**src/rtl/ddwp_pkg.sv**
```systemverilog
// shared types, constants and saturation helpers for the wheel velocity controller
package ddwp_pkg;

	localparam int STEP_W  = 5;
	localparam int MUL_W   = 34;
	localparam int PROD_W  = 68;
	localparam int WORK_W  = 50;
	localparam int TURN_W  = 36;
	localparam int TGT_W   = 38;
	localparam int CIDX_W  = 3;

	// item kinds
	localparam logic [1:0] FUNC_CMD  = 2'd0;
	localparam logic [1:0] FUNC_ENC  = 2'd1;
	localparam logic [1:0] FUNC_TICK = 2'd2;

	// configuration register indexes
	localparam logic [CIDX_W-1:0] REG_SPEED_SCALE = 3'd0;
	localparam logic [CIDX_W-1:0] REG_HALF_TRACK  = 3'd1;
	localparam logic [CIDX_W-1:0] REG_GAIN_P      = 3'd2;
	localparam logic [CIDX_W-1:0] REG_GAIN_I      = 3'd3;
	localparam logic [CIDX_W-1:0] REG_GAIN_D      = 3'd4;

	// configuration reset values
	localparam logic [31:0] RST_SPEED_SCALE = 32'd505270;
	localparam logic [19:0] RST_HALF_TRACK  = 20'd22348;
	localparam logic [31:0] RST_GAIN_P      = 32'd107374182;
	localparam logic [31:0] RST_GAIN_I      = 32'd10737;
	localparam logic [31:0] RST_GAIN_D      = 32'd10737418;

	// 100 percent in 1/256 percent units, and 1.0 of the duty accumulator
	localparam logic signed [MUL_W-1:0] DUTY_FULL  = 34'sd25600;
	localparam logic signed [MUL_W-1:0] DUTY_ONE   = 34'sh1_0000_0000;

	// microprogram addresses
	localparam logic [STEP_W-1:0] ST_ENC_SEED     = 5'd0;
	localparam logic [STEP_W-1:0] ST_ENC_MUL      = 5'd1;
	localparam logic [STEP_W-1:0] ST_ENC_SPEED    = 5'd2;
	localparam logic [STEP_W-1:0] ST_ENC_END      = 5'd3;
	localparam logic [STEP_W-1:0] ST_TK_TURN_MUL  = 5'd4;
	localparam logic [STEP_W-1:0] ST_TK_TURN      = 5'd5;
	localparam logic [STEP_W-1:0] ST_TK_ERR       = 5'd6;
	localparam logic [STEP_W-1:0] ST_TK_SUM       = 5'd7;
	localparam logic [STEP_W-1:0] ST_TK_TP        = 5'd8;
	localparam logic [STEP_W-1:0] ST_TK_TIH       = 5'd9;
	localparam logic [STEP_W-1:0] ST_TK_TIL       = 5'd10;
	localparam logic [STEP_W-1:0] ST_TK_TD        = 5'd11;
	localparam logic [STEP_W-1:0] ST_TK_ADD       = 5'd12;
	localparam logic [STEP_W-1:0] ST_TK_ACC       = 5'd13;
	localparam logic [STEP_W-1:0] ST_TK_DMUL      = 5'd14;
	localparam logic [STEP_W-1:0] ST_TK_DUTY      = 5'd15;
	localparam logic [STEP_W-1:0] ST_TK_EMIT      = 5'd16;

	typedef struct packed {
		logic [1:0]         func;
		logic signed [31:0] linear_cmd;
		logic signed [31:0] angular_cmd;
		logic signed [31:0] left_count;
		logic signed [31:0] right_count;
	} in_word_t;

	typedef struct packed {
		logic signed [15:0] left_duty;
		logic signed [15:0] right_duty;
		logic signed [31:0] left_speed;
		logic signed [31:0] right_speed;
	} out_word_t;

	typedef struct packed {
		logic [31:0] speed_scale;
		logic [19:0] half_track;
		logic [31:0] gain_p;
		logic [31:0] gain_i;
		logic [31:0] gain_d;
	} cfg_t;

	typedef enum logic [2:0] {
		MA_ZERO, MA_DELTA, MA_ANG, MA_ERR, MA_SUM_HI, MA_SUM_LO, MA_DERR, MA_DUTY
	} mul_a_t;

	typedef enum logic [2:0] {
		MB_ZERO, MB_SCALE, MB_HALF, MB_GP, MB_GI, MB_GD, MB_FULL
	} mul_b_t;

	typedef enum logic [3:0] {
		UOP_NOP, UOP_SEED, UOP_SPEED, UOP_TURN, UOP_ERR, UOP_SUM, UOP_TP,
		UOP_TIH, UOP_TIL, UOP_TD, UOP_ADDP, UOP_ACC, UOP_DUTY, UOP_EMIT
	} uop_t;

	typedef enum logic [1:0] {
		SQ_NEXT, SQ_LOOP, SQ_END
	} seq_t;

	typedef struct packed {
		mul_a_t             mul_a;
		mul_b_t             mul_b;
		uop_t               op;
		seq_t               seq;
		logic [STEP_W-1:0]  target;
	} ctrl_t;

	typedef enum logic {
		SS_IDLE, SS_RUN
	} seq_state_t;

	function automatic logic signed [31:0] sat32(input logic signed [PROD_W-1:0] x);
		logic [PROD_W-32:0] hi;
		hi = x[PROD_W-1:31];
		if ((&hi) || !(|hi)) begin
			return x[31:0];
		end else if (x[PROD_W-1]) begin
			return 32'h8000_0000;
		end else begin
			return 32'h7fff_ffff;
		end
	endfunction

	function automatic logic signed [47:0] sat48(input logic signed [PROD_W-1:0] x);
		logic [PROD_W-48:0] hi;
		hi = x[PROD_W-1:47];
		if ((&hi) || !(|hi)) begin
			return x[47:0];
		end else if (x[PROD_W-1]) begin
			return 48'h8000_0000_0000;
		end else begin
			return 48'h7fff_ffff_ffff;
		end
	endfunction

endpackage

```
**src/rtl/ddwp_urom.sv**
```systemverilog
// microprogram rom: one control word per step
module ddwp_urom import ddwp_pkg::*; (
	input  logic [STEP_W-1:0] step,
	output ctrl_t             ctrl
);

	function automatic ctrl_t cw(input mul_a_t a, input mul_b_t b, input uop_t o,
		input seq_t s, input logic [STEP_W-1:0] t);
		ctrl_t c;
		c.mul_a  = a;
		c.mul_b  = b;
		c.op     = o;
		c.seq    = s;
		c.target = t;
		return c;
	endfunction

	always_comb begin
		case (step)
			// encoder sample, loops over both wheels
			ST_ENC_SEED:    ctrl = cw(MA_ZERO,   MB_ZERO,  UOP_SEED,  SQ_NEXT, ST_ENC_SEED);
			ST_ENC_MUL:     ctrl = cw(MA_DELTA,  MB_SCALE, UOP_NOP,   SQ_NEXT, ST_ENC_SEED);
			ST_ENC_SPEED:   ctrl = cw(MA_ZERO,   MB_ZERO,  UOP_SPEED, SQ_LOOP, ST_ENC_MUL);
			ST_ENC_END:     ctrl = cw(MA_ZERO,   MB_ZERO,  UOP_NOP,   SQ_END,  ST_ENC_SEED);
			// control tick
			ST_TK_TURN_MUL: ctrl = cw(MA_ANG,    MB_HALF,  UOP_NOP,   SQ_NEXT, ST_ENC_SEED);
			ST_TK_TURN:     ctrl = cw(MA_ZERO,   MB_ZERO,  UOP_TURN,  SQ_NEXT, ST_ENC_SEED);
			ST_TK_ERR:      ctrl = cw(MA_ZERO,   MB_ZERO,  UOP_ERR,   SQ_NEXT, ST_ENC_SEED);
			ST_TK_SUM:      ctrl = cw(MA_ERR,    MB_GP,    UOP_SUM,   SQ_NEXT, ST_ENC_SEED);
			ST_TK_TP:       ctrl = cw(MA_SUM_HI, MB_GI,    UOP_TP,    SQ_NEXT, ST_ENC_SEED);
			ST_TK_TIH:      ctrl = cw(MA_SUM_LO, MB_GI,    UOP_TIH,   SQ_NEXT, ST_ENC_SEED);
			ST_TK_TIL:      ctrl = cw(MA_DERR,   MB_GD,    UOP_TIL,   SQ_NEXT, ST_ENC_SEED);
			ST_TK_TD:       ctrl = cw(MA_ZERO,   MB_ZERO,  UOP_TD,    SQ_NEXT, ST_ENC_SEED);
			ST_TK_ADD:      ctrl = cw(MA_ZERO,   MB_ZERO,  UOP_ADDP,  SQ_NEXT, ST_ENC_SEED);
			ST_TK_ACC:      ctrl = cw(MA_ZERO,   MB_ZERO,  UOP_ACC,   SQ_NEXT, ST_ENC_SEED);
			ST_TK_DMUL:     ctrl = cw(MA_DUTY,   MB_FULL,  UOP_NOP,   SQ_NEXT, ST_ENC_SEED);
			ST_TK_DUTY:     ctrl = cw(MA_ZERO,   MB_ZERO,  UOP_DUTY,  SQ_LOOP, ST_TK_ERR);
			ST_TK_EMIT:     ctrl = cw(MA_ZERO,   MB_ZERO,  UOP_EMIT,  SQ_END,  ST_ENC_SEED);
			default:        ctrl = cw(MA_ZERO,   MB_ZERO,  UOP_NOP,   SQ_END,  ST_ENC_SEED);
		endcase
	end

endmodule

```
**config.mk**
```make
export PLATFORM = sky130hd
export DESIGN_NAME = ddwp_urom
export DESIGN_NICKNAME = d
export VERILOG_FILES = /design/src/rtl/ddwp_pkg.sv /design/src/rtl/ddwp_urom.sv
export SDC_FILE = /design/constraint.sdc
export NUM_CORES = 1
export LEC_CHECK = 0
export BUFFER_PORTS_ARGS = -buffer_cell sky130_fd_sc_hd__buf_2
export CAP_MARGIN = 20
export CORE_MARGIN = 2
export CORE_UTILIZATION = 29
export DETAILED_ROUTE_END_ITERATION = 12
export PLACE_DENSITY_LB_ADDON = 0.3
export SYNTH_ARGS = -nofsm -noshare
export SYNTH_HDL_FRONTEND = slang
export SYNTH_SLANG_ARGS = --single-unit
```
**constraint.sdc**
```tcl
create_clock -name vclk -period 2.3
set_clock_uncertainty 0.05 [all_clocks]
set_input_delay 0 -clock vclk [all_inputs]
set_output_delay 0 -clock vclk [all_outputs]
set_load 0.03 [all_outputs]
```
* After elaboration in Yosys (flattened, before gate mapping)
Memory sizes are Yosys's and may differ from the RTL's.
Index checks and enable logic that the tools add are counted.
** Storage, ports and cells
- Latch bits :: 0
- Input port bits :: 5
- Memories :: 1
- ROM bits :: 480
- Bits in writable memories :: 0
- Register bits :: 0
- Logic and storage cells :: 1
** Memory list
- (name not given) :: words 32, bits a word 15, rd ports 1, clocked after memory_dff 0, wr ports 0, line ddwp_urom.sv:19 : case (step)
** Cells by class
- Reduce and logical (&&, ||, !) cells :: 0
- Muxes and demuxes :: 0
- $lt $le $gt $ge :: 0
- Add/subtract/negate cells :: 0
- Equal/unequal tests :: 0
- Divide/modulo/power cells :: 0
- Shifts and indexed selects :: 0
- Multipliers :: 0
- Bitwise logic cells :: 0

* Depth between registers and ports, before layout
An unclocked memory read counts as a cell.
- Word-level depth :: 1
- Gate-level depth with buffers :: 5
- Gate-level depth less buffers :: 5

* Worst setup path after synthesis
No wires, ideal clock.
- Path type :: input to output
- Start point :: input port step[3]
- End point :: output port ctrl[16] (netlist bit)
- Data arrival time :: 1.378 ns
- Path slack :: 0.872 ns
- Path buffers :: 2
- Stages :: 4
- Path through :: buf_4 nand2b_1 a211oi_1 buf_4
** RTL lines
- start, declared :: line ddwp_urom.sv:3 : input logic [STEP_W-1:0] step,
- end, declared :: line ddwp_urom.sv:4 : output ctrl_t ctrl

==> reports/metrics.cfg <==
[placed_design]
gp_congestion = 0.7676
dp_hpwl_um = 692.7
dpl.cell_count = 85
port_buffers = 20

[synthesis]
synth_top_area_frac = 0.1582
avgSynthCellArea_um2 = 6.936
yosys_warnings = 0
netlist-cell-type-count = 28
synthTopCellsByArea = ha_1, buf_4, nand2_1, nand2b_1, nand3_1
syn-instance-count = 57
synth_commonest_cells = buf_4, nand2_1, ha_1, inv_1, nor2_1
synth_area_um2 = 395.4
ys_seq_area_frac = 0
yosysTopAreaCell = ha_1

[die]
fp.dieH_um = 40.93
coreArea_um2 = 1285
pin_count = 22
start_util = 0.3077
dieArea_um2 = 1675
die_w_um = 40.93
std_cell_rows = 13

[clock_tree]
postCtsSetupRepairBufs = 0
cts_hold_buffers = 0
cts_resized = 0

[pwr]
ir_drop_v = 0.00008721
power.leakage_nw = 0.2551
power_density_nw_per_um2 = 218.3

[grt]
grt_max_degree = 19
antenna_found_initial = 0
gr-usage-met1 = 0.1506
grt_pass1_wl_um = 1248
use_met2 = 0.1836
grt_use_met3 = 0
grt_pass1_vias = 289
grt.total_usage = 0.1049
grt_busiest_layer = met2
grt_overflow = 0

[final_layout]
seqCellArea_um2 = 0
fin_nets = 82
nFillCells = 146
drive_gt1_frac = 0.3429
multi_input_area_um2 = 322.8
nClkBuffers = 0
syn_to_final_growth_pct = 15.51
instances_no_fill = 85
seq_cell_count = 0
antenna_cells = 0

[routing]
totalWireLength_um = 885
wl_per_cell_um = 10.41
drc = 0
drt_iter0_markers = 4
final_antenna_net_count = 0
vias = 417
avgViaCountPerCell = 4.906
first_pass_iters = 2

[sta]
fin_crit_sh = 0.5472
finalHoldViolCount = 0
rsz0062_at_grt = false
slew_viol_final = 0
min_period_ns = 1.258
setup_viol = 0
maxClockFrequency_mhz = 794.6
tns_ns = 0

[worst_hold_path]
min_path_type = in -> out
holdCritStartpoint = step[0]

[outcome]
outcome = complete, no violations

[flow_run]
maxCapViolations = 0

[critical_path]
crit_start = step[1]
required_ns = 2.25
crit_arrival_ns = 1.21
crit_path_end_kind = output port
crit_type = in -> out
cp_max_fo = 9
critPathLaunchType = input port

==> power by group <==
part,switching [mW],internal [mW]
registers,0,0
clock network,0,0
logic,0.0683,0.0315
==> final cells by class <==
cell class / count / area share
inverters: 4 / 0.03288
multi-input cells: 46 / 0.7069
well taps: 15 / 0.04110
repair buffers: 20 / 0.2192
==> per-stage QoR <==
stage | util | hold slack (ns) | cell area (um^2) | total power, mW | setup WS, ns
2_1_floorplan | - | 0.1462 | 399.1 | 0.08241 | 0.8723
3_3_place_gp | 0.3554 | 0.3764 | 456.7 | 0.1003 | 1.057
3_5_place_dp | 0.3554 | 0.3768 | 456.7 | 0.1002 | 1.033
4_1_cts | 0.3554 | 0.3772 | 456.7 | 0.1004 | 1.029
5_1_grt | 0.3554 | 0.3951 | 456.7 | 0.1087 | 0.9184
6_report | 0.3554 | 0.3718 | 456.7 | 0.09971 | 1.042
==> critical path, cell delays in order <==
cell and delay (ns):
buf_2 0.17, ha_1 0.31, nand2_1 0.11, and3_1 0.21
a211oi_2 0.18, buf_2 0.22
==> layout by cell type, fill, tap and decap left out, drive strengths merged <==
cell type and instances:
a21o 2, and3 1, inv 4, nand3 3, nor4b 1, ha 5, and2b 1, buf 20
a21oi 1, conb 2, nor2 4, nand2b 3, a32oi 1, and3b 1, a31oi 1, o21ai 6
nand2 6, a311oi 1, mux2i 1, o32a 1, nor2b 3, a211oi 2
==> cells by family after synthesis <==
kind of cell    Yosys count  share of synthesized area
buf+inv                  12                     0.1930
mux                       1                    0.02532
other cells               1                   0.009485
fa+ha+maj                 5                     0.1582
simple gates             23                     0.3417
compound gates           15                     0.2721
==> worst paths after layout <==
check                      end  cells after the start  slack (ns)
worst max-delay path  ctrl[11]                      6        1.04
worst min-delay path  ctrl[16]                      3        0.37
==> per-layer routing <==
metal  up-vias  share of wire
li1        216              -
met1       191           0.46
met2        10           0.49
met3         0          0.052
met4         0              0
met5         -              0
No activity file was read; power rests on OpenSTA's default activity.
