## src/rtl/ddwp_pkg.sv

```systemverilog
// shared types, constants and saturation helpers for the wheel velocity controller
package ddwp_pkg;

	localparam int STEP_W  = 5;
	localparam int MUL_W   = 34;
	localparam int PROD_W  = 68;
	localparam int WORK_W  = 50;
	localparam int TURN_W  = 36;
	localparam int TGT_W   = 38;
	localparam int CIDX_W  = 3;

	// item kinds
	localparam logic [1:0] FUNC_CMD  = 2'd0;
	localparam logic [1:0] FUNC_ENC  = 2'd1;
	localparam logic [1:0] FUNC_TICK = 2'd2;

	// configuration register indexes
	localparam logic [CIDX_W-1:0] REG_SPEED_SCALE = 3'd0;
	localparam logic [CIDX_W-1:0] REG_HALF_TRACK  = 3'd1;
	localparam logic [CIDX_W-1:0] REG_GAIN_P      = 3'd2;
	localparam logic [CIDX_W-1:0] REG_GAIN_I      = 3'd3;
	localparam logic [CIDX_W-1:0] REG_GAIN_D      = 3'd4;

	// configuration reset values
	localparam logic [31:0] RST_SPEED_SCALE = 32'd505270;
	localparam logic [19:0] RST_HALF_TRACK  = 20'd22348;
	localparam logic [31:0] RST_GAIN_P      = 32'd107374182;
	localparam logic [31:0] RST_GAIN_I      = 32'd10737;
	localparam logic [31:0] RST_GAIN_D      = 32'd10737418;

	// 100 percent in 1/256 percent units, and 1.0 of the duty accumulator
	localparam logic signed [MUL_W-1:0] DUTY_FULL  = 34'sd25600;
	localparam logic signed [MUL_W-1:0] DUTY_ONE   = 34'sh1_0000_0000;

	// microprogram addresses
	localparam logic [STEP_W-1:0] ST_ENC_SEED     = 5'd0;
	localparam logic [STEP_W-1:0] ST_ENC_MUL      = 5'd1;
	localparam logic [STEP_W-1:0] ST_ENC_SPEED    = 5'd2;
	localparam logic [STEP_W-1:0] ST_ENC_END      = 5'd3;
	localparam logic [STEP_W-1:0] ST_TK_TURN_MUL  = 5'd4;
	localparam logic [STEP_W-1:0] ST_TK_TURN      = 5'd5;
	localparam logic [STEP_W-1:0] ST_TK_ERR       = 5'd6;
	localparam logic [STEP_W-1:0] ST_TK_SUM       = 5'd7;
	localparam logic [STEP_W-1:0] ST_TK_TP        = 5'd8;
	localparam logic [STEP_W-1:0] ST_TK_TIH       = 5'd9;
	localparam logic [STEP_W-1:0] ST_TK_TIL       = 5'd10;
	localparam logic [STEP_W-1:0] ST_TK_TD        = 5'd11;
	localparam logic [STEP_W-1:0] ST_TK_ADD       = 5'd12;
	localparam logic [STEP_W-1:0] ST_TK_ACC       = 5'd13;
	localparam logic [STEP_W-1:0] ST_TK_DMUL      = 5'd14;
	localparam logic [STEP_W-1:0] ST_TK_DUTY      = 5'd15;
	localparam logic [STEP_W-1:0] ST_TK_EMIT      = 5'd16;

	typedef struct packed {
		logic [1:0]         func;
		logic signed [31:0] linear_cmd;
		logic signed [31:0] angular_cmd;
		logic signed [31:0] left_count;
		logic signed [31:0] right_count;
	} in_word_t;

	typedef struct packed {
		logic signed [15:0] left_duty;
		logic signed [15:0] right_duty;
		logic signed [31:0] left_speed;
		logic signed [31:0] right_speed;
	} out_word_t;

	typedef struct packed {
		logic [31:0] speed_scale;
		logic [19:0] half_track;
		logic [31:0] gain_p;
		logic [31:0] gain_i;
		logic [31:0] gain_d;
	} cfg_t;

	typedef enum logic [2:0] {
		MA_ZERO, MA_DELTA, MA_ANG, MA_ERR, MA_SUM_HI, MA_SUM_LO, MA_DERR, MA_DUTY
	} mul_a_t;

	typedef enum logic [2:0] {
		MB_ZERO, MB_SCALE, MB_HALF, MB_GP, MB_GI, MB_GD, MB_FULL
	} mul_b_t;

	typedef enum logic [3:0] {
		UOP_NOP, UOP_SEED, UOP_SPEED, UOP_TURN, UOP_ERR, UOP_SUM, UOP_TP,
		UOP_TIH, UOP_TIL, UOP_TD, UOP_ADDP, UOP_ACC, UOP_DUTY, UOP_EMIT
	} uop_t;

	typedef enum logic [1:0] {
		SQ_NEXT, SQ_LOOP, SQ_END
	} seq_t;

	typedef struct packed {
		mul_a_t             mul_a;
		mul_b_t             mul_b;
		uop_t               op;
		seq_t               seq;
		logic [STEP_W-1:0]  target;
	} ctrl_t;

	typedef enum logic {
		SS_IDLE, SS_RUN
	} seq_state_t;

	function automatic logic signed [31:0] sat32(input logic signed [PROD_W-1:0] x);
		logic [PROD_W-32:0] hi;
		hi = x[PROD_W-1:31];
		if ((&hi) || !(|hi)) begin
			return x[31:0];
		end else if (x[PROD_W-1]) begin
			return 32'h8000_0000;
		end else begin
			return 32'h7fff_ffff;
		end
	endfunction

	function automatic logic signed [47:0] sat48(input logic signed [PROD_W-1:0] x);
		logic [PROD_W-48:0] hi;
		hi = x[PROD_W-1:47];
		if ((&hi) || !(|hi)) begin
			return x[47:0];
		end else if (x[PROD_W-1]) begin
			return 48'h8000_0000_0000;
		end else begin
			return 48'h7fff_ffff_ffff;
		end
	endfunction

endpackage

```

## src/rtl/ddwp_seq.sv

```systemverilog
// step counter, wheel select and jump logic of the microsequencer
module ddwp_seq import ddwp_pkg::*; (
	input  logic              clk,
	input  logic              arst_n,
	input  logic              start,
	input  logic [STEP_W-1:0] entry,
	input  ctrl_t             ctrl,
	input  logic              stall,
	output logic [STEP_W-1:0] step,
	output logic              wheel,
	output logic              busy,
	output logic              run
);

	seq_state_t        state_q, state_d;
	logic [STEP_W-1:0] step_q;
	logic              wheel_q;

	always_comb begin
		state_d = state_q;
		case (state_q)
			SS_IDLE: begin
				if (start) begin
					state_d = SS_RUN;
				end
			end
			SS_RUN: begin
				if (!stall && ctrl.seq == SQ_END) begin
					state_d = SS_IDLE;
				end
			end
			default: state_d = SS_IDLE;
		endcase
	end

	always_comb begin
		busy = (state_q == SS_RUN);
		run  = busy && !stall;
	end

	always_ff @(posedge clk or negedge arst_n) begin
		if (!arst_n) begin
			state_q <= SS_IDLE;
			step_q  <= ST_ENC_SEED;
			wheel_q <= 1'b0;
		end else begin
			state_q <= state_d;
			if (state_q == SS_IDLE) begin
				if (start) begin
					step_q  <= entry;
					wheel_q <= 1'b0;
				end
			end else if (!stall) begin
				case (ctrl.seq)
					SQ_NEXT: step_q <= step_q + STEP_W'(1);
					SQ_LOOP: begin
						// second pass for the right wheel, then fall through
						if (!wheel_q) begin
							wheel_q <= 1'b1;
							step_q  <= ctrl.target;
						end else begin
							wheel_q <= 1'b0;
							step_q  <= step_q + STEP_W'(1);
						end
					end
					SQ_END:  step_q <= step_q;
					default: step_q <= step_q;
				endcase
			end
		end
	end

	assign step  = step_q;
	assign wheel = wheel_q;

endmodule

```

## config.mk

```make
export PLATFORM = sky130hd
export DESIGN_NAME = ddwp_seq
export DESIGN_NICKNAME = d
export VERILOG_FILES = /design/src/rtl/ddwp_pkg.sv /design/src/rtl/ddwp_seq.sv
export SDC_FILE = /design/constraint.sdc
export NUM_CORES = 1
export LEC_CHECK = 0
export BUFFER_PORTS_ARGS = -buffer_cell sky130_fd_sc_hd__buf_2
export CAP_MARGIN = 20
export CORE_MARGIN = 2
export CORE_UTILIZATION = 33
export CTS_CLUSTER_DIAMETER = 100
export CTS_CLUSTER_SIZE = 30
export DETAILED_ROUTE_END_ITERATION = 8
export GPL_TIMING_DRIVEN = 0
export PLACE_DENSITY_LB_ADDON = 0.08
export RECOVER_POWER = 50
export SLEW_MARGIN = 10
export SYNTH_ARGS = -nofsm -noshare
export SYNTH_HDL_FRONTEND = slang
export SYNTH_SLANG_ARGS = --single-unit
```

## constraint.sdc

```tcl
create_clock -name clk -period 1.5 [get_ports clk]
set_input_delay 0.15 -clock clk [delete_from_list [all_inputs] [get_ports clk]]
set_output_delay 0.15 -clock clk [all_outputs]
set_load 0.02 [all_outputs]
```

-- After elaboration in Yosys (flattened, before gate mapping)
Index checks and enable logic that the tools add are counted.
- shift operators: 0
- multipliers: 0
- $add $sub $neg: 1
- reduce and logical (&&, ||, !) cells: 7
- order comparisons: 0
- eq/ne operators: 5
- bitwise gates (word level): 1
- div/mod/pow operators: 0
- multiplexer cells: 13
- operator list (kind ; number):
    2-to-1 mux 5 bit ; 4
    case mux 5 bit (2 select lines) ; 1
    2-to-1 mux 1 bit ; 7
    AND reduction 3 bit ; 2
    adder 5 x 1 -> 5 bit, second input constant ; 1
    != test 3 x 1 -> 1 bit, second input constant ; 1
    == test 2 x 1 -> 1 bit, second input constant ; 1
    == test 2 bit, second input constant ; 1
    logical AND 1 bit ; 2
    logical NOT 2 bit ; 1
    != test 2 x 1 -> 1 bit, second input constant ; 1
    != test 2 bit, second input constant ; 1
    case mux 1 bit (2 select lines) ; 1
    nonzero test 2 bit ; 1
    logical NOT 1 bit ; 1
    NOT 1 bit ; 1
- word-level logic and storage cells: 30
- memories kept: 0
- bits in registers: 7
- output and inout port bits: 8
- bits in writable memories: 0
- bits of input ports: 26
- bits in read-only memories: 0
- latch bits: 0

-- Longest topological paths before layout
Gate-level depths: netlist (run 1).
- depth in word-level cells: 5
- gate-level depth with buffers: 5

-- Worst setup path before layout (run 1)
No wires, ideal clock.
- path kind: reg-to-reg
- start: reg state_q, in the netlist busy
- end: reg step_q[0], in the netlist step[0]
- period minus slack after synthesis: 1586 ps
- slack: -86 ps
- stages on the path, launching flop included: 5
- required time: 1374 ps
- data arrival time: 1460 ps
- cell sequence: dfrtp_1 -> or3b_1 -> and2_1 -> buf_6 -> o311a_1
- longest elaborated chain between the ends: 2
- elaborated cells on any way between the ends: 5
- ends and longest elaborated chain (element ; RTL line ; text):
    start, declared ; ddwp_seq.sv:15 ; seq_state_t state_q, state_d;
    start signal, assigned ; ddwp_seq.sv:47 ; state_q <= state_d;
    != test 3 x 1 -> 1 bit (no line), or another cell as far along ; -- ;
    AND reduction 3 bit (no line) ; -- ;
    end signal, assigned ; ddwp_seq.sv:50 ; step_q <= entry;
    end signal, assigned ; ddwp_seq.sv:55 ; SQ_NEXT: step_q <= step_q + STEP_W'(1);
    end signal, assigned ; ddwp_seq.sv:60 ; step_q <= ctrl.target;
    end, declared ; ddwp_seq.sv:16 ; logic [STEP_W-1:0] step_q;
Several ways; a longest one is shown, not always the timed one.
A chain may end at the register's enable or synchronous reset.

-- Worst setup path after layout (run 1)
Ends and elaborated chain as after synthesis.

==> impl_results.md, run 1 <==
* Number of hold violations in the final report at 0
* Net Count, Synth at 82
* N_diodes at 0
* Drt via density at 5.10
* Wire length of the first global-routing pass at 1.86 mm
* Area of the multi-input gates at 305 um^2
* Number of synthesized flops with an enable pin at 0
* Final hold slack at 0.117 ns
* Post-synthesis instance area at slightly below 500 um^2
* Number of global-route vias before repair at 449
* Maximum vdd drop at 0.644 mV
* Run status: finished clean
* Root Buffer: clkbuf_4
* Number of antenna violations at the first check in global routing at 0
* Final-layout fill cell count at 133
* Final wirelength at 1.21 mm
* Main synth FF type: dfrtp_1
* Via Count at 510
* Element type at the critical path start: flip-flop
* Top post-synthesis cells by count: dfrtp_1 (7), o21ai_0 (7), nand2_1 (5), nor2_1 (4)
* Warnings from Yosys at 0
* H-tree depth reported by CTS at 1
* Initial core utilization at 36.4%
* Power per unit of standard cell area at roughly 1500 nW/um^2
* Path class of the lowest-slack min-delay path: in -> reg
* Area of the die at 1790 um^2
* Number of buffer cells added on primary ports at 23
* Layout cell share with drive strength beyond 1 at 42.4%
* Slew HR at between 70 and 80%
* Slew at the pin closest to its max-slew limit at 0.411 ns
* Cell type of the slowest stage on the worst timing path: or3b_4
* Sequential area share after synthesis at 36.1%
* Overall global routing resource usage at 14.0%
* CP Class: reg -> reg
* FF/Latch Area at 178 um^2
* Count of clock tree sinks at 7
* RSZ-0062 raised after global routing: yes
* Final setup skew at 0.00755 ns
* Maximum number of pins on one net before global-route repair at 11
* CTS max path bufs at 2
* Chip Height at 42.4 um
* Top fanout value on the critical path at 8
* Post-synthesis async set-or-reset flop share at 100%
* Count of pins on the block boundary at 34
* Critical Path RT at between 1.5 and 2 ns
* Critical path, cell by cell: or3b_4 -> and2_4 -> buf_6 -> o311a_1
* Area share of the leading cell type in the synthesized netlist at 36.1%
* Routed WL per cell at 12.1 um
* Seq cells post-synth at 7
* Leakage Power at 0.307 nW
* DR DRC count at 0
* CTS clock-pin slew for the worst setup and hold paths at 0.06 ns
* Critical path's largest stage delay at 0.40 ns
* Area growth syn-to-layout at 41.5%
* Cell row count at 13
* Reg2Reg Launch Point: busy$_DFF_PN0_
* Critical path destination: step[0]$_DFFE_PN0P_
* Mean area per synthesized cell at roughly 9 um^2
* Max-cap violation count at 0
* Register-to-Register Path Depth at 4
* Layout Utilization at 51.5%
* Final min period at 1.45 ns
* Setup TNS at 0 ns
* Count of nets left with antenna violations after detail routing at 0
* Clock network latency to the later pin of the worst-skew pair at 0.25 ns
* Final critical-path share of the clock period at 96.7%
* Leading cell types by total area after synthesis: dfrtp_1 (36%), o21ai_0 (7.2%), nor3b_1 (4.6%)
* Weighted congestion at the end of routability-driven global placement at roughly 0.66
* Worst path arrival time at roughly 1.6 ns
* Final setup vio count at 0
* Leading area contributor after synthesis: dfrtp_1
* Core region area at 1330 um^2
* Number of iterations in the first detailed-routing pass at 4
* Critical R2R Capture: step[0]$_DFFE_PN0P_
* Capturing element type of the critical path: flip-flop
* Grt total ovfl at 0
* Placed wire-length estimate at 912 um
* Count of different cell masters after synthesis at 25
* Startpoint of the most critical setup path: busy$_DFF_PN0_
* Max Freq at 690 MHz
* Gate Count Post-Synth at 55
* Clock buffer count from CTS at 3
* Max Transition Viols Final at 0
* TritonCTS clock tree: done
* Number of violations reported at the end of detailed-routing iteration 0 at 2
* Setup slack of the most critical reg-to-reg path at 0.05 ns
* Net count, final at 113
* Die outline width at 42.4 um
layout by cell type (no fill, tap or decap), types with 2 or more instances in the layout:
| master | Yosys | layout |
|---|---|---|
| nor2_1 | 4 | 4 |
| o21a_1 | 2 | 2 |
| dfrtp_2 | 0 | 2 |
| clkbuf_4 | 0 | 3 |
| a31oi_1 | 3 | 3 |
| o21ai_1 | 1 | 2 |
| o21ai_0 | 7 | 6 |
| clkbuf_1 | 1 | 2 |
| or3b_4 | 0 | 2 |
| buf_4 | 0 | 2 |
| nand3_1 | 3 | 3 |
| o311a_1 | 2 | 2 |
| nor3b_1 | 3 | 3 |
| nand2b_1 | 3 | 3 |
| nand2_1 | 5 | 5 |
| buf_2 | 0 | 22 |
| dfrtp_1 | 7 | 5 |
metal layers:
metal	wire length, um	GRT usage (%)
met1	560	17.0
met2	584	22.2
met3	64	6.47
met4	0	3.75
met5	0	0
worst max-delay path, delay by kind of cell, from the launching register on:
kind	cells	cell delay, ns
AND/OR/NAND/NOR	2	0.55
flip-flops	1	0.38
AO/OA/AOI/OAI	1	0.28
buffers and inverters	1	0.12
timing repair:
action                                 4_1_cts  5_1_grt
pin swaps                                    0        1
hold buffers                                 1        0
buffers inserted                             0        2
setup endpoints to repair                    3        4
gates resized for setup                      2        3
endpoints found under the hold margin        7        0
worst min-delay path by stage:
stage,start,end,slack [ns],depth (start not counted)
after floorplan,arst_n,busy$_DFF_PN0_,-0.15,0
after detailed placement,arst_n,step[4]$_DFFE_PN0P_,-0.0009,1
after CTS,start,wheel$_DFFE_PN0P_,0.11,2
final,start,wheel$_DFFE_PN0P_,0.12,2
after global placement,arst_n,step[4]$_DFFE_PN0P_,-0.007,1
after global routing,start,wheel$_DFFE_PN0P_,0.13,2
area by class of cell:
type | instances | area share (%)
well taps | 15 | 2.73
inverters | 1 | 0.546
repair buffers | 26 | 20.2
clock buffers | 4 | 3.83
plain buffers | 2 | 2.37
flip-flops and latches | 7 | 25.9
multi-input cells | 45 | 44.4
state kept, by name, summed over array words and instances, names as in the netlist:
register / flops
step: 5
busy: 1
wheel: 1
where the power goes:
group / internal (mW) / leakage (nW) / switching, mW
Combinational: 0.218 / 0.215 / 0.256
Clock: 0.102 / 0.0150 / 0.0720
Sequential: 0.266 / 0.0776 / 0.0915
Total: 0.585 / 0.307 / 0.420
through the flow:
step	area, um^2	std cells	worst slack, ns	power, mW
2_1_floorplan	492	55	0.00899	0.662
3_3_place_gp	626	93	0.0153	0.817
3_5_place_dp	626	93	0.00334	0.816
4_1_cts	669	98	0.00466	1.00
5_1_grt	687	100	-0.00314	1.08
6_report	687	100	0.0499	1.00
logic make-up (layout without fill, tap and decap cells):
| kind of cell | count (synthesis) | in the layout | synth area share [%] |
|---|---|---|---|
| xor gates and xnor gates | 1 | 1 | 1.80 |
| buffers and inverters | 3 | 33 | 3.86 |
| AOI/OAI and AO/OA | 19 | 19 | 27.3 |
| adders and majority gates | 1 | 1 | 2.58 |
| and+or+nand+nor | 24 | 24 | 28.4 |
| DFF | 7 | 7 | 36.1 |
Power figures use the tool's default switching activity.
==> run 2: changes to the inputs <==
- CTS_BUF_LIST: not set -> sky130_fd_sc_hd__clkbuf_16
==> run 2 against run 1 <==
  * Combinational power shrank 1%
  * Utilization increased by 3.6 points
  * Clock skew decreased by 0.0054 ns
  * Design area grew 6.9%
  * Via count increased by 1.6%
  * Fmax is 0.26% higher
  * Worst hold slack gained 0.033 ns
==> impl_results.md, run 2 (synthesis gave the netlist of run 1 again) <==
* Run status: finished clean (unchanged)
* Area of the die at 1790 um^2 (unchanged)
* Slew at the pin closest to its max-slew limit at 0.407 ns (was 0.411 ns)
* Placed cell count at 93 (unchanged)
* Worst-case setup margin in the final layout at 0.0536 ns (was 0.0499 ns)
* Root Buffer: clkbuf_16 (was clkbuf_4)
* TritonCTS clock tree: done (unchanged)
* Number of buffer cells added on primary ports at 23 (unchanged)
* Post-route standard cell area excluding fillers at 734 um^2 (was 687 um^2)
* Filler-free cell count of the finished design at 100 (unchanged)
* Leakage Power at 0.328 nW (was 0.307 nW)
* Flip-flop count of the largest register after layout at 5 (unchanged)
* Startpoint of the most critical setup path: busy$_DFF_PN0_ (unchanged)
* Layout cell share with drive strength beyond 1 at 37.6% (was 42.4%)
* H-tree depth reported by CTS at 1 (unchanged)
* Count of clock tree sinks at 7 (unchanged)
* Proportion of power drawn by flip-flops and latches at 28.0% (was 35.5%)
* Clock buffer count from CTS at 3 (unchanged)
* Switching part of the total power at 35.5% (was 41.8%)
* Final wirelength at 1.25 mm (was 1.21 mm)
* Reg2Reg Launch Point: busy$_DFF_PN0_ (unchanged)
* Max Transition Viols Final at 0 (unchanged)
* DR DRC count at 0 (unchanged)
* Overall global routing resource usage at 14.3% (was 14.0%)
* Power per unit of standard cell area at 1730 nW/um^2 (was 1460 nW/um^2)
* Routed WL per cell at 12.5 um (was 12.1 um)
* Combinational Power Share at 36.8% (was 47.2%)
* Via Count at 518 (was 510)
* Core region area at 1330 um^2 (unchanged)
* Element type at the critical path start: flip-flop (unchanged)
* Count of nets left with antenna violations after detail routing at 0 (unchanged)
* Gate family responsible for the most delay along the worst path: simple AND/OR/NAND/NOR gates (unchanged)
* Wire length of the first global-routing pass at 1.88 mm (was 1.86 mm)
* Maximum number of pins on one net before global-route repair at 11 (unchanged)
* Final hold slack at 0.151 ns (was 0.117 ns)
* Chip Height at 42.4 um (unchanged)
* WP buf/inv at 1 (unchanged)
* Most used cells in the layout excluding fill and tap cells: buf_2 (19), o21ai_0 (6), dfrtp_1 (6) (was buf_2 (22), o21ai_0 (6), nand2_1 (5), dfrtp_1 (5), nor2_1 (4))
* Slew HR at 72.9% (was 72.6%)
* Layout Utilization at 55.1% (was 51.5%)
* Post-layout total power at 1.27 mW (was 1.00 mW)
* Clock network latency to the later pin of the worst-skew pair at 0.23 ns (was 0.25 ns)
* N_diodes at 0 (unchanged)
* RSZ-0062 raised after global routing: no (was yes)
* Final critical-path share of the clock period at 96.4% (was 96.7%)
* Maximum vdd drop at 0.860 mV (was 0.644 mV)
* Drt via density at 5.18 (was 5.10)
* Path class of the lowest-slack min-delay path: in -> reg (unchanged)
* Worst path arrival time at 1.56 ns (was 1.59 ns)
* CTS clock-pin slew for the worst setup and hold paths at 0.04 ns (was 0.06 ns)
* Cell row count at 13 (unchanged)
* Most frequent standard cell in the layout excluding fill and tap cells: buf_2 (unchanged)
* Cell type of the slowest stage on the worst timing path: or3b_4 (unchanged)
* Weighted congestion at the end of routability-driven global placement at 0.656 (unchanged)
* FF/Latch Area at 176 um^2 (was 178 um^2)
* CTS max path bufs at 2 (unchanged)
* Area growth syn-to-layout at 51.3% (was 41.5%)
* Initial core utilization at 36.4% (unchanged)
* Number of antenna violations at the first check in global routing at 0 (unchanged)
* Clock network fraction of total power at 35.3% (was 17.3%)
* Placed wire-length estimate at 912 um (unchanged)
* Count of pins on the block boundary at 34 (unchanged)
* Final min period at 1.45 ns (about the same)
* Die outline width at 42.4 um (unchanged)
* Cell Int Power at 0.820 mW (was 0.585 mW)
* Net count, final at 113 (unchanged)
* CP Class: reg -> reg (unchanged)
* Placed Instance Area at 626 um^2 (unchanged)
* Number of violations reported at the end of detailed-routing iteration 0 at 3 (was 2)
* Critical path's largest stage delay at 0.40 ns (about the same)
* Number of global-route vias before repair at 451 (was 449)
* Final-layout fill cell count at 132 (was 133)
* Number of hold violations in the final report at 0 (unchanged)
* Critical path, cell by cell: or3b_4 -> and2_4 -> buf_6 -> o311a_1 (unchanged)
* Final setup skew at 0.00211 ns (was 0.00755 ns)
* Switching power total at 0.452 mW (was 0.420 mW)
* Area of the multi-input gates at 305 um^2 (unchanged)
* Number of iterations in the first detailed-routing pass at 4 (unchanged)
* Setup TNS at 0 ns (unchanged)
* DP Worst Slack at 0.00334 ns (unchanged)
* Max Freq at 691 MHz (was 690 MHz)
* Final setup vio count at 0 (unchanged)
* Max-cap violation count at 0 (unchanged)
* Grt total ovfl at 0 (unchanged)
* Top fanout value on the critical path at 8 (unchanged)
* Critical Path RT at 1.61 ns (was 1.64 ns)
* Capturing element type of the critical path: flip-flop (unchanged)
* Hold path start: start (unchanged)
[run 2: cell types whose count changed in the layout (fill, tap and decap cells not counted), sizes merged]
cell / previous run / this run
clkbuf: 6 / 8
buf: 25 / 22
inv: 1 / 2
[run 2: routing by layer]
metal / track usage (%) / routed length [um] / vias up
li1: - / - / 266
met2: 22.2 / 610 / 15
met4: 5.63 / 0 / 0
met5: 0 / 0 / -
met1: 17.3 / 565 / 237
met3: 6.47 / 71 / 0
[run 2: layout make-up]
cell class,count,area share [%]
clock buffers,3,10.2
clock inverters,1,0.511
plain buffers,2,2.21
inverters,1,0.511
repair buffers,26,18.4
multi-input cells,45,41.6
well taps,15,2.56
flip-flops and latches,7,24.0
[run 2: power by group through the flow]
stage / Sequential, mW / Clock (mW) / Combinational (mW)
after floorplan: 0.432 / 0 / 0.231
after global placement: 0.354 / 0 / 0.463
final: 0.356 / 0.448 / 0.468
after CTS: 0.356 / 0.456 / 0.470
after global routing: 0.369 / 0.464 / 0.517
after detailed placement: 0.354 / 0 / 0.462
[run 2: worst paths after layout]
kind	depth (start not counted)	to	slack [ns]
max	4	step[0]$_DFFE_PN0P_	0.05
min	2	wheel$_DFFE_PN0P_	0.15
max reg2reg	4	step[0]$_DFFE_PN0P_	0.05
min reg2reg	1	step[4]$_DFFE_PN0P_	0.50
max in group asynchronous	2	busy$_DFF_PN0_	0.83
min in group asynchronous	2	step[1]$_DFFE_PN0P_	0.36
[run 2: worst reg2reg max path, stage by stage, from the launching register on]
cell and delay, ns:
dfrtp_2 0.38, or3b_4 0.40, and2_4 0.15, buf_6 0.12, o311a_1 0.28
[run 2: repair_timing]
item,4_1_cts,5_1_grt
hold buffers,1,0
hold endpoints to repair,7,0
buffers inserted,0,2
gates resized for setup,2,2
endpoints found under the setup margin,2,3
